===== config.mk =====
export PLATFORM = sky130hd
export DESIGN_NAME = json_token_stream_parser_core
export DESIGN_NICKNAME = d
export VERILOG_FILES = /design/src/rtl/jtsp_pkg.sv /design/src/rtl/json_token_stream_parser_core.sv /design/src/rtl/jtsp_stack.sv /design/src/rtl/jtsp_engine.sv /design/src/rtl/jtsp_result_queue.sv
export VERILOG_INCLUDE_DIRS = /design/src /design/src/rtl
export SDC_FILE = /design/constraint.sdc
export NUM_CORES = 2
export LEC_CHECK = 0
export ABC_AREA = 1
export BUFFER_PORTS_ARGS = -buffer_cell sky130_fd_sc_hd__clkbuf_2
export CAP_MARGIN = 30
export CORE_ASPECT_RATIO = 1.25
export CORE_MARGIN = 2
export CORE_UTILIZATION = 30
export DETAILED_ROUTE_END_ITERATION = 8
export PLACE_DENSITY = 0.42
export SYNTH_ARGS = -nofsm -noshare
export SYNTH_HDL_FRONTEND = slang
export SYNTH_SLANG_ARGS = --single-unit

===== constraint.sdc =====
create_clock -name aclk -period 21.1 [get_ports aclk]
set_clock_uncertainty 0.05 [all_clocks]
set_input_delay 1.055 -clock aclk [delete_from_list [all_inputs] [get_ports aclk]]
set_output_delay 1.055 -clock aclk [all_outputs]
set_load 0.01 [all_outputs]

===== src/rtl/json_token_stream_parser_core_macros.svh =====
// Assertion macros for the JSON token stream parser core.
// Used by the top level only; the macros assume the clock aclk and the reset aresetn.
`ifndef JSON_TOKEN_STREAM_PARSER_CORE_MACROS_SVH
`define JSON_TOKEN_STREAM_PARSER_CORE_MACROS_SVH

// Same-cycle implication, disabled while reset is asserted.
`define JTSP_ASSERT_IMPLY(label, ante, cons, msg) \
    label: assert property (@(posedge aclk) disable iff (!aresetn) (ante) |-> (cons)) \
        else $error(msg);

// Next-cycle implication, disabled while reset is asserted.
`define JTSP_ASSERT_NEXT(label, ante, cons, msg) \
    label: assert property (@(posedge aclk) disable iff (!aresetn) (ante) |=> (cons)) \
        else $error(msg);

`endif


===== src/rtl/jtsp_pkg.sv =====
// Shared types, constants and character-class functions of the JSON token stream parser.
// No dependencies; every module of the block imports this package.
`timescale 1ns / 1ps

package jtsp_pkg;

    localparam int MAX_NESTING_DEF = 64;
    localparam int PASSES          = 4;   // longest chain of re-dispatches for one byte
    localparam int MAX_RES         = 2;   // most events one transfer can cause
    localparam int QDEPTH          = 4;
    localparam int QAW             = 2;
    localparam int WORD_MAX        = 5;

    localparam logic [7:0] CH_LBRACE = 8'h7B;
    localparam logic [7:0] CH_RBRACE = 8'h7D;
    localparam logic [7:0] CH_LBRACK = 8'h5B;
    localparam logic [7:0] CH_RBRACK = 8'h5D;
    localparam logic [7:0] CH_QUOTE  = 8'h22;
    localparam logic [7:0] CH_COMMA  = 8'h2C;
    localparam logic [7:0] CH_COLON  = 8'h3A;
    localparam logic [7:0] CH_BSLASH = 8'h5C;

    // Bare words packed with the first character in the low byte.
    localparam logic [39:0] WORD_TRUE  = 40'h00_65_75_72_74;
    localparam logic [39:0] WORD_FALSE = 40'h65_73_6C_61_66;
    localparam logic [39:0] WORD_NULL  = 40'h00_6C_6C_75_6E;

    typedef enum logic [3:0] {
        ST_UNKNOWN  = 4'd0,
        ST_DETECT   = 4'd1,
        ST_OBJECT   = 4'd2,
        ST_ARRAY    = 4'd3,
        ST_STRING   = 4'd4,
        ST_NUMERIC  = 4'd5,
        ST_RESERVED = 4'd6,
        ST_KEY      = 4'd7,
        ST_PAIRSEP  = 4'd8,
        ST_ESCAPE   = 4'd10,
        ST_ERROR    = 4'd11
    } st_t;

    typedef enum logic [3:0] {
        EV_BEGOBJ = 4'd0,
        EV_ENDOBJ = 4'd1,
        EV_BEGARR = 4'd2,
        EV_ENDARR = 4'd3,
        EV_KEYCH  = 4'd4,
        EV_KEYEND = 4'd5,
        EV_STRCH  = 4'd6,
        EV_STREND = 4'd7,
        EV_NUMCH  = 4'd8,
        EV_NUMEND = 4'd9,
        EV_TRUE   = 4'd10,
        EV_FALSE  = 4'd11,
        EV_NULL   = 4'd12,
        EV_ERROR  = 4'd13,
        EV_END    = 4'd14
    } event_t;

    typedef struct packed {
        event_t     ev;
        logic [7:0] data;
        logic       last;
    } res_t;

    typedef struct packed {
        logic [1:0] count;
        res_t       r0;
        res_t       r1;
    } step_t;

    function automatic logic is_space(logic [7:0] c);
        return (c == 8'h20) || ((c >= 8'h09) && (c <= 8'h0D));
    endfunction

    function automatic logic is_alpha(logic [7:0] c);
        return ((c >= 8'h61) && (c <= 8'h7A)) || ((c >= 8'h41) && (c <= 8'h5A));
    endfunction

    function automatic logic is_numch(logic [7:0] c);
        return ((c >= 8'h30) && (c <= 8'h39)) || (c == 8'h2D) || (c == 8'h2B) ||
               (c == 8'h65) || (c == 8'h45) || (c == 8'h2E);
    endfunction

    // Event that closes a bare word.
    function automatic event_t word_event(logic [39:0] wb, logic [2:0] wl, logic wlong);
        event_t ev;
        ev = EV_ERROR;
        if (!wlong) begin
            if ((wl == 3'd4) && (wb == WORD_TRUE)) begin
                ev = EV_TRUE;
            end else if ((wl == 3'd5) && (wb == WORD_FALSE)) begin
                ev = EV_FALSE;
            end else if ((wl == 3'd4) && (wb == WORD_NULL)) begin
                ev = EV_NULL;
            end
        end
        return ev;
    endfunction

    // Appends one event to a step result; further events past the limit are dropped.
    function automatic step_t emit_res(step_t s, event_t ev, logic [7:0] d);
        step_t r;
        r = s;
        if (s.count == 2'd0) begin
            r.r0.ev   = ev;
            r.r0.data = d;
            r.count   = 2'd1;
        end else if (s.count == 2'd1) begin
            r.r1.ev   = ev;
            r.r1.data = d;
            r.count   = 2'd2;
        end
        return r;
    endfunction

endpackage


===== src/rtl/json_token_stream_parser_core.sv =====
// Top level of the JSON token stream parser: input register, parse engine and result queue.
// Depends on jtsp_pkg, jtsp_engine, jtsp_result_queue and the assertion macro header.
`timescale 1ns / 1ps
`include "json_token_stream_parser_core_macros.svh"

// The core takes one text byte per transfer on the s_ channel, or an end-of-stream mark,
// and delivers JSON tokenizer events on the m_ channel, one event per transfer, with
// m_last set on the final event caused by a given input byte. A byte causes zero, one or
// two events. The sustained rate is one input byte per clock cycle while m_ready stays high
// and each byte causes at most one event; bytes that cause two events slow the input,
// because the single result port moves one event per cycle. An accepted byte is held
// in an input register and processed by the parse logic once the result queue has room for
// all its events. The queue holds four entries and decouples the two channels, so new bytes
// keep flowing while earlier events wait for m_ready, as long as the queue has room.
// Nesting depth is set by MAX_NESTING; a push beyond it reports an error event and the
// core then ignores input until end of stream, which always yields an end event and
// returns the core to its reset state. No clearing pass is needed after reset.
module json_token_stream_parser_core #(
    parameter int MAX_NESTING = jtsp_pkg::MAX_NESTING_DEF
) (
    input  logic       aclk,
    input  logic       aresetn,
    input  logic       s_valid,
    output logic       s_ready,
    input  logic [7:0] s_in_byte,
    input  logic       s_end_of_stream,
    output logic       m_valid,
    input  logic       m_ready,
    output logic [3:0] m_event_res,
    output logic [7:0] m_data_byte,
    output logic       m_last
);
    import jtsp_pkg::*;

    logic       in_valid_reg;
    logic [7:0] in_byte_reg;
    logic       in_eos_reg;

    logic       room;
    logic       fire;
    logic       s_xfer;
    step_t      step;
    res_t       head;

    // A held byte is processed once the queue can absorb everything it may produce.
    assign fire    = in_valid_reg && room;
    assign s_ready = !in_valid_reg || fire;
    assign s_xfer  = s_valid && s_ready;

    always_ff @(posedge aclk) begin
        if (!aresetn) begin
            in_valid_reg <= 1'b0;
        end else if (s_xfer) begin
            in_valid_reg <= 1'b1;
        end else if (fire) begin
            in_valid_reg <= 1'b0;
        end
    end

    // Payload needs no reset; it is only looked at while in_valid_reg is set.
    always_ff @(posedge aclk) begin
        if (s_xfer) begin
            in_byte_reg <= s_in_byte;
            in_eos_reg  <= s_end_of_stream;
        end
    end

    jtsp_engine #(
        .MAX_NESTING(MAX_NESTING)
    ) u_engine (
        .aclk          (aclk),
        .aresetn       (aresetn),
        .fire          (fire),
        .in_byte       (in_byte_reg),
        .end_of_stream (in_eos_reg),
        .step          (step)
    );

    jtsp_result_queue u_queue (
        .aclk    (aclk),
        .aresetn (aresetn),
        .push    (fire),
        .step    (step),
        .room    (room),
        .m_valid (m_valid),
        .m_ready (m_ready),
        .head    (head)
    );

    assign m_event_res = head.ev;
    assign m_data_byte = head.data;
    assign m_last      = head.last;

    // An end-of-stream mark must always produce at least the end event.
    `JTSP_ASSERT_IMPLY(a_eos_has_result, fire && in_eos_reg, step.count != 2'd0, "end of stream without result")
    // With two events in one step, only the second carries the last flag.
    `JTSP_ASSERT_IMPLY(a_last_on_second, fire && (step.count == 2'd2), !step.r0.last && step.r1.last, "last flag misplaced")
    // A byte waiting for queue room stays in the input register unchanged.
    `JTSP_ASSERT_NEXT(a_input_held, in_valid_reg && !fire, in_valid_reg && $stable(in_byte_reg) && $stable(in_eos_reg), "held input lost")

endmodule


===== src/rtl/jtsp_stack.sv =====
// Nesting stack memory: one write port and two registered read ports with write bypass.
// Depends on jtsp_pkg for the parse state type.
`timescale 1ns / 1ps

module jtsp_stack #(
    parameter int DEPTH = jtsp_pkg::MAX_NESTING_DEF
) (
    input  logic                       aclk,
    input  logic                       we,
    input  logic [$clog2(DEPTH)-1:0]   waddr,
    input  jtsp_pkg::st_t              wdata,
    input  logic [$clog2(DEPTH)-1:0]   raddr_a,
    input  logic [$clog2(DEPTH)-1:0]   raddr_b,
    output jtsp_pkg::st_t              rdata_a,
    output jtsp_pkg::st_t              rdata_b
);
    import jtsp_pkg::*;

    st_t mem [DEPTH];
    st_t rd_a_reg;
    st_t rd_b_reg;

    always_ff @(posedge aclk) begin
        if (we) begin
            mem[waddr] <= wdata;
        end
    end

    // A read of the entry written at the same edge returns the new value.
    always_ff @(posedge aclk) begin
        rd_a_reg <= (we && (waddr == raddr_a)) ? wdata : mem[raddr_a];
        rd_b_reg <= (we && (waddr == raddr_b)) ? wdata : mem[raddr_b];
    end

    assign rdata_a = rd_a_reg;
    assign rdata_b = rd_b_reg;

endmodule


===== src/rtl/jtsp_engine.sv =====
// Parse engine: top-of-stack and bare-word registers plus the single-pass step logic.
// Depends on jtsp_pkg and instantiates jtsp_stack for the entries below the top.
`timescale 1ns / 1ps

module jtsp_engine #(
    parameter int MAX_NESTING = jtsp_pkg::MAX_NESTING_DEF
) (
    input  logic            aclk,
    input  logic            aresetn,
    input  logic            fire,
    input  logic [7:0]      in_byte,
    input  logic            end_of_stream,
    output jtsp_pkg::step_t step
);
    import jtsp_pkg::*;

    localparam int SP_W = $clog2(MAX_NESTING);
    localparam logic [SP_W-1:0] SP_FULL = SP_W'(MAX_NESTING - 1);
    localparam logic [SP_W-1:0] SP_ONE  = SP_W'(1);
    localparam logic [SP_W-1:0] SP_TWO  = SP_W'(2);

    // Working view of the stack: the top, the two entries below it and one pending write.
    typedef struct packed {
        st_t             top;
        st_t             b1;
        st_t             b2;
        logic [SP_W-1:0] sp;
        logic            we;
        logic [SP_W-1:0] waddr;
        st_t             wdata;
        step_t           res;
    } work_t;

    st_t             top_reg;
    logic [SP_W-1:0] sp_reg;
    logic [39:0]     word_buf_reg;
    logic [2:0]      word_len_reg;
    logic            word_long_reg;

    st_t             below1;
    st_t             below2;
    logic [SP_W-1:0] sp_next;

    work_t       w;
    logic [39:0] wb;
    logic [2:0]  wl;
    logic        wlong;

    function automatic work_t f_push(work_t wi, st_t s);
        work_t r;
        r = wi;
        if (wi.sp == SP_FULL) begin
            r.res = emit_res(wi.res, EV_ERROR, 8'h00);
            r.top = ST_ERROR;
        end else begin
            r.we    = 1'b1;
            r.waddr = wi.sp;
            r.wdata = wi.top;
            r.sp    = wi.sp + SP_ONE;
            r.b2    = wi.b1;
            r.b1    = wi.top;
            r.top   = s;
        end
        return r;
    endfunction

    function automatic work_t f_pop(work_t wi);
        work_t r;
        r = wi;
        if (wi.sp != '0) begin
            r.sp  = wi.sp - SP_ONE;
            r.top = wi.b1;
            r.b1  = wi.b2;
            r.b2  = ST_UNKNOWN;
        end
        return r;
    endfunction

    always_comb begin
        logic   again;
        event_t wev;
        w       = '0;
        w.top   = top_reg;
        w.b1    = below1;
        w.b2    = below2;
        w.sp    = sp_reg;
        w.waddr = sp_reg;
        w.wdata = top_reg;
        wb      = word_buf_reg;
        wl      = word_len_reg;
        wlong   = word_long_reg;
        again   = 1'b0;
        wev     = EV_ERROR;

        if (end_of_stream) begin
            if (top_reg == ST_NUMERIC) begin
                w.res = emit_res(w.res, EV_NUMEND, 8'h00);
            end else if (top_reg == ST_RESERVED) begin
                w.res = emit_res(w.res, word_event(wb, wl, wlong), 8'h00);
            end
            w.res = emit_res(w.res, EV_END, 8'h00);
            w.top = ST_UNKNOWN;
            w.sp  = '0;
            wb    = '0;
            wl    = '0;
            wlong = 1'b0;
        end else begin
            again = 1'b1;
            // A byte that ends a number or a recognized word is dispatched again to the enclosing state.
            for (int pass = 0; pass < PASSES; pass++) begin
                if (again) begin
                    again = 1'b0;
                    unique case (w.top)
                        ST_UNKNOWN: begin
                            w     = f_push(w, ST_DETECT);
                            again = (w.top == ST_DETECT);
                        end
                        ST_DETECT: begin
                            if (!is_space(in_byte)) begin
                                if (in_byte == CH_LBRACK) begin
                                    w.res = emit_res(w.res, EV_BEGARR, 8'h00);
                                    w.top = ST_ARRAY;
                                end else if (in_byte == CH_LBRACE) begin
                                    w.res = emit_res(w.res, EV_BEGOBJ, 8'h00);
                                    w.top = ST_OBJECT;
                                end else if (in_byte == CH_QUOTE) begin
                                    w.top = ST_STRING;
                                end else if (is_numch(in_byte)) begin
                                    w.top = ST_NUMERIC;
                                    again = 1'b1;
                                end else if (is_alpha(in_byte)) begin
                                    w.top = ST_RESERVED;
                                    wb    = '0;
                                    wl    = '0;
                                    wlong = 1'b0;
                                    again = 1'b1;
                                end else begin
                                    w.res = emit_res(w.res, EV_ERROR, 8'h00);
                                    w.top = ST_ERROR;
                                end
                            end
                        end
                        ST_OBJECT: begin
                            if (in_byte == CH_RBRACE) begin
                                w.res = emit_res(w.res, EV_ENDOBJ, 8'h00);
                                w     = f_pop(w);
                            end else if (in_byte == CH_QUOTE) begin
                                w = f_push(w, ST_KEY);
                            end else if ((in_byte != CH_COMMA) && !is_space(in_byte)) begin
                                w.res = emit_res(w.res, EV_ERROR, 8'h00);
                                w.top = ST_ERROR;
                            end
                        end
                        ST_ARRAY: begin
                            if (in_byte == CH_RBRACK) begin
                                w.res = emit_res(w.res, EV_ENDARR, 8'h00);
                                w     = f_pop(w);
                            end else if ((in_byte != CH_COMMA) && !is_space(in_byte)) begin
                                w     = f_push(w, ST_DETECT);
                                again = (w.top == ST_DETECT);
                            end
                        end
                        ST_KEY: begin
                            if (in_byte == CH_QUOTE) begin
                                w.res = emit_res(w.res, EV_KEYEND, 8'h00);
                                w.top = ST_DETECT;
                                w     = f_push(w, ST_PAIRSEP);
                            end else begin
                                w.res = emit_res(w.res, EV_KEYCH, in_byte);
                            end
                        end
                        ST_STRING: begin
                            if (in_byte == CH_QUOTE) begin
                                w.res = emit_res(w.res, EV_STREND, 8'h00);
                                w     = f_pop(w);
                            end else begin
                                w.res = emit_res(w.res, EV_STRCH, in_byte);
                                if (in_byte == CH_BSLASH) begin
                                    w = f_push(w, ST_ESCAPE);
                                end
                            end
                        end
                        ST_NUMERIC: begin
                            if (is_numch(in_byte)) begin
                                w.res = emit_res(w.res, EV_NUMCH, in_byte);
                            end else begin
                                w.res = emit_res(w.res, EV_NUMEND, 8'h00);
                                w     = f_pop(w);
                                again = 1'b1;
                            end
                        end
                        ST_RESERVED: begin
                            if (is_alpha(in_byte)) begin
                                if (wl < 3'(WORD_MAX)) begin
                                    for (int i = 0; i < WORD_MAX; i++) begin
                                        if (wl == 3'(i)) begin
                                            wb[8*i +: 8] = in_byte;
                                        end
                                    end
                                    wl = wl + 3'd1;
                                end else begin
                                    wlong = 1'b1;
                                end
                            end else begin
                                wev   = word_event(wb, wl, wlong);
                                w.res = emit_res(w.res, wev, 8'h00);
                                if (wev == EV_ERROR) begin
                                    w.top = ST_ERROR;
                                end else begin
                                    w     = f_pop(w);
                                    again = 1'b1;
                                end
                            end
                        end
                        ST_ESCAPE: begin
                            w.res = emit_res(w.res, EV_STRCH, in_byte);
                            w     = f_pop(w);
                        end
                        ST_PAIRSEP: begin
                            if (in_byte == CH_COLON) begin
                                w = f_pop(w);
                            end
                        end
                        default: begin
                        end
                    endcase
                end
            end
        end

        if (w.res.count == 2'd1) begin
            w.res.r0.last = 1'b1;
        end else if (w.res.count == 2'd2) begin
            w.res.r1.last = 1'b1;
        end
    end

    assign step    = w.res;
    assign sp_next = fire ? w.sp : sp_reg;

    always_ff @(posedge aclk) begin
        if (!aresetn) begin
            top_reg       <= ST_UNKNOWN;
            sp_reg        <= '0;
            word_buf_reg  <= '0;
            word_len_reg  <= '0;
            word_long_reg <= 1'b0;
        end else if (fire) begin
            top_reg       <= w.top;
            sp_reg        <= w.sp;
            word_buf_reg  <= wb;
            word_len_reg  <= wl;
            word_long_reg <= wlong;
        end
    end

    // The two read ports always track the entries just below the coming top.
    jtsp_stack #(
        .DEPTH(MAX_NESTING)
    ) u_stack (
        .aclk    (aclk),
        .we      (fire && w.we),
        .waddr   (w.waddr),
        .wdata   (w.wdata),
        .raddr_a (sp_next - SP_ONE),
        .raddr_b (sp_next - SP_TWO),
        .rdata_a (below1),
        .rdata_b (below2)
    );

endmodule


===== src/rtl/jtsp_result_queue.sv =====
// Four-entry result queue that takes up to two events per step and releases one per transfer.
// Depends on jtsp_pkg for the result and step types.
`timescale 1ns / 1ps

module jtsp_result_queue (
    input  logic            aclk,
    input  logic            aresetn,
    input  logic            push,
    input  jtsp_pkg::step_t step,
    output logic            room,
    output logic            m_valid,
    input  logic            m_ready,
    output jtsp_pkg::res_t  head
);
    import jtsp_pkg::*;

    res_t             entry_reg [QDEPTH];
    logic [QAW-1:0]   wr_ptr_reg;
    logic [QAW-1:0]   rd_ptr_reg;
    logic [QAW:0]     count_reg;
    logic [QAW:0]     count_next;
    logic             pop;
    logic [QAW:0]     push_cnt;

    assign pop      = m_valid && m_ready;
    assign push_cnt = push ? (QAW+1)'(step.count) : '0;
    assign count_next = count_reg + push_cnt - (QAW+1)'(pop);

    // Room for a whole step, judged on the registered count alone.
    assign room    = (count_reg <= (QAW+1)'(QDEPTH - MAX_RES));
    assign m_valid = (count_reg != '0);
    assign head    = entry_reg[rd_ptr_reg];

    always_ff @(posedge aclk) begin
        if (push && (step.count != 2'd0)) begin
            entry_reg[wr_ptr_reg] <= step.r0;
        end
        if (push && (step.count == 2'd2)) begin
            entry_reg[wr_ptr_reg + QAW'(1)] <= step.r1;
        end
    end

    always_ff @(posedge aclk) begin
        if (!aresetn) begin
            wr_ptr_reg <= '0;
            rd_ptr_reg <= '0;
            count_reg  <= '0;
        end else begin
            wr_ptr_reg <= wr_ptr_reg + push_cnt[QAW-1:0];
            rd_ptr_reg <= rd_ptr_reg + QAW'(pop);
            count_reg  <= count_next;
        end
    end

endmodule


==> out/metrics.cfg <==
[run_status]
status = complete, no violations

[global_route]
overflow = 0
grt_busiest_layer = met2
grt.total_usage = 0.356
grt_pass1_wl_mm = 406
grt_use_met1 = 0.401
met3_usage = 0.0554
grt_max_degree = 74
use_met2 = 0.597
grt_antenna_before_repair = 1
grt_pass1_vias = 55100

[clock_tree]
holdBufCountCts = 0
clk_path_buf_depth = 3
cts.sinks = 389
cts_tree = built
clk_latency_ns = 0.68
clockRootBuffer = clkbuf_16
cts_buffers = 47
htree_levels = 2
cts_setup_buffers = 0
clkTransAtPathRegs_ns = 0.06
cts_resized = 0

[floorplanning]
die_h_um = 440
die_area_sq_um = 156000
ios = 28
initial_core_util = 0.301
core_sq_um = 152000
num_rows = 160
fp.dieW_um = 353

[synth]
async_flop_share = 0
yosys-top-cells-area = nand2_1, edfxtp_1, nand3_1
synth_mux_area_frac = 0
syn_area_sq_um = 45700
synth_top_area_cell = nand2_1
ys_seq_area_frac = 0.240
netlist_instances = 8051
synth-simple-area-share = 0.475
synth_top_area_share = 0.238
synth_fa_ha_area_frac = 0.0141
synth_top_family_by_area = simple AND/OR/NAND/NOR gates
ys_ff_latch = 389
ys_types = 69
synth_top_cells_by_count = nand2_1, nand3_1, nor2_1
ys.flop_type = edfxtp_1
yosysMostFrequentCell = nand2_1
syn_nets = 8115
synth_xor_xnor_area_share = 0.00345
synth_edf_count = 317
syn_avg_cell_area_sq_um = 5.68
synth_warnings = 0
synth_compound_area_frac = 0.166

[worst_setup_path]
r2r_start = in_byte_reg[4]
ff2ff_setup_slack_ns = 6.47
slowest_delay_ns = 0.76
crit_type = reg -> reg
worstPathArrival_ns = 15.19
slowest_stage = nand3_1
required_ns = 21.66
worstPathMaxFanout = 64
critPathLaunch = in_byte_reg[4]
endpoint_kind = flop
cp-start-kind = flop
cpMostUsedCell = nand2_1

[timing]
rsz0062_at_grt = no
hold_viol_final = 0
min_period_over_period = 0.693
final-setup-viol-count = 0
max_freq_mhz = 68.4
worst_pin_slew_ns = 1.21
slew_headroom = 0.193
fin_crit_ns = 14.63
slew_viol_final = 0
fin_tns_setup_ns = 0

[finish]
largest_reg_flops = 256
finalNetCount = 7915
synthToLayoutAreaGrowth_pct = 8.13
antennaDiodeCount = 0
drive_gt1_frac = 0.0678

[place]
numPortBuffers = 27
dp_hpwl_mm = 212
gp_congestion = 1.04

[detailed_routing]
drtAntennaViolNets = 0
viasPerCell = 5.83
drt_iter0_drc = 6055
wl_per_cell_um = 28.9
drtPass1Iterations = 7
finalWirelength_mm = 286
vias = 57800
drcViolationCount = 0

[run]
maxCapViolCount = 0

[min_path]
min-delay-start = u_engine.word_buf_reg[4]
min_path_type = reg -> reg

layer usage:
layer | up-vias | part of all wire | wire (um)
met1 | 27400 | 0.37 | 105000
met3 | 964 | 0.073 | 21000
li1 | 26300 | - | -
met5 | - | 0.000045 | 13
met4 | 2 | 0.095 | 27100
met2 | 3107 | 0.46 | 133000
metrics by stage:
stage | instance area [sq um] | hold WS, ns | util | setup WS (ns) | cells
after CTS | 49400 | 0.433 | 0.326 | 6.95 | 9913
after global placement | 47600 | 0.422 | 0.314 | 6.43 | 9819
after detailed placement | 47700 | 0.423 | 0.314 | 7.02 | 9826
after floorplan | 45700 | 0.405 | - | 12.23 | 8051
after global routing | 49400 | 0.466 | 0.326 | 6.06 | 9914
final | 49400 | 0.431 | 0.326 | 6.47 | 9914
critical path: cells and delay by family, from the launching register on:
family	cells	cell delay, ns
and+or+nand+nor	43	8.34
buffers and inverters	14	4.22
AOI/OAI and AO/OA	2	0.85
adders and majority gates	2	0.54
DFF	1	0.34
placed cells by master (no fill, tap or decap), types with 9 or more instances in the layout:
master / count
bufinv_16: 9
xor2_1: 13
edfxtp_1: 317
a21oi_1: 351
buf_4: 148
nor2_2: 42
nand3_2: 25
o2111ai_1: 25
clkbuf_1: 9
o21ai_1: 54
nor2_1: 911
o21ai_0: 544
a2111oi_0: 10
dfxtp_1: 69
clkinv_1: 19
o211ai_1: 74
nand4_1: 137
nor4_1: 13
o221ai_1: 23
nand2_1: 2896
a221oi_1: 15
a31oi_1: 27
inv_2: 80
a211oi_1: 19
nor3_1: 63
clkbuf_16: 48
nand3b_1: 9
o22ai_1: 63
inv_1: 593
nand3_1: 937
clkbuf_2: 27
nand2_2: 59
ha_1: 50
nor2_4: 26
a22oi_1: 12
o31ai_1: 16
kinds of logic (layout without fill, tap and decap cells):
kind of cell               Yosys count  after routing
buffers and inverters             1123            961
and+or+nand+nor                   5153           5153
adders and majority gates           51             51
AOI/OAI and AO/OA                 1317           1317
DFF                                389            389
xor gates and xnor gates            18             18
worst paths after layout:
kind / endpoint / cells after the start
min: u_engine.word_buf_reg[4] / 2
min reg2reg: u_engine.word_buf_reg[4] / 2
max: u_engine.u_stack.rdata_b[1] / 61
max reg2reg: u_engine.u_stack.rdata_b[1] / 61
final cells by class:
class,instances,area [sq um]
Clock buffer,57,1230
Clock inverter,30,475
Fill cell,17500,102000
Inverter,693,2610
Multi-Input combinational cell,6539,30200
Sequential cell,389,11000
Tap cell,2025,2530
Timing Repair Buffer,181,1370
Power is left out: the tool's default activity adds up to more than one toggle a clock period on the data nets, which glitch-free logic cannot reach.
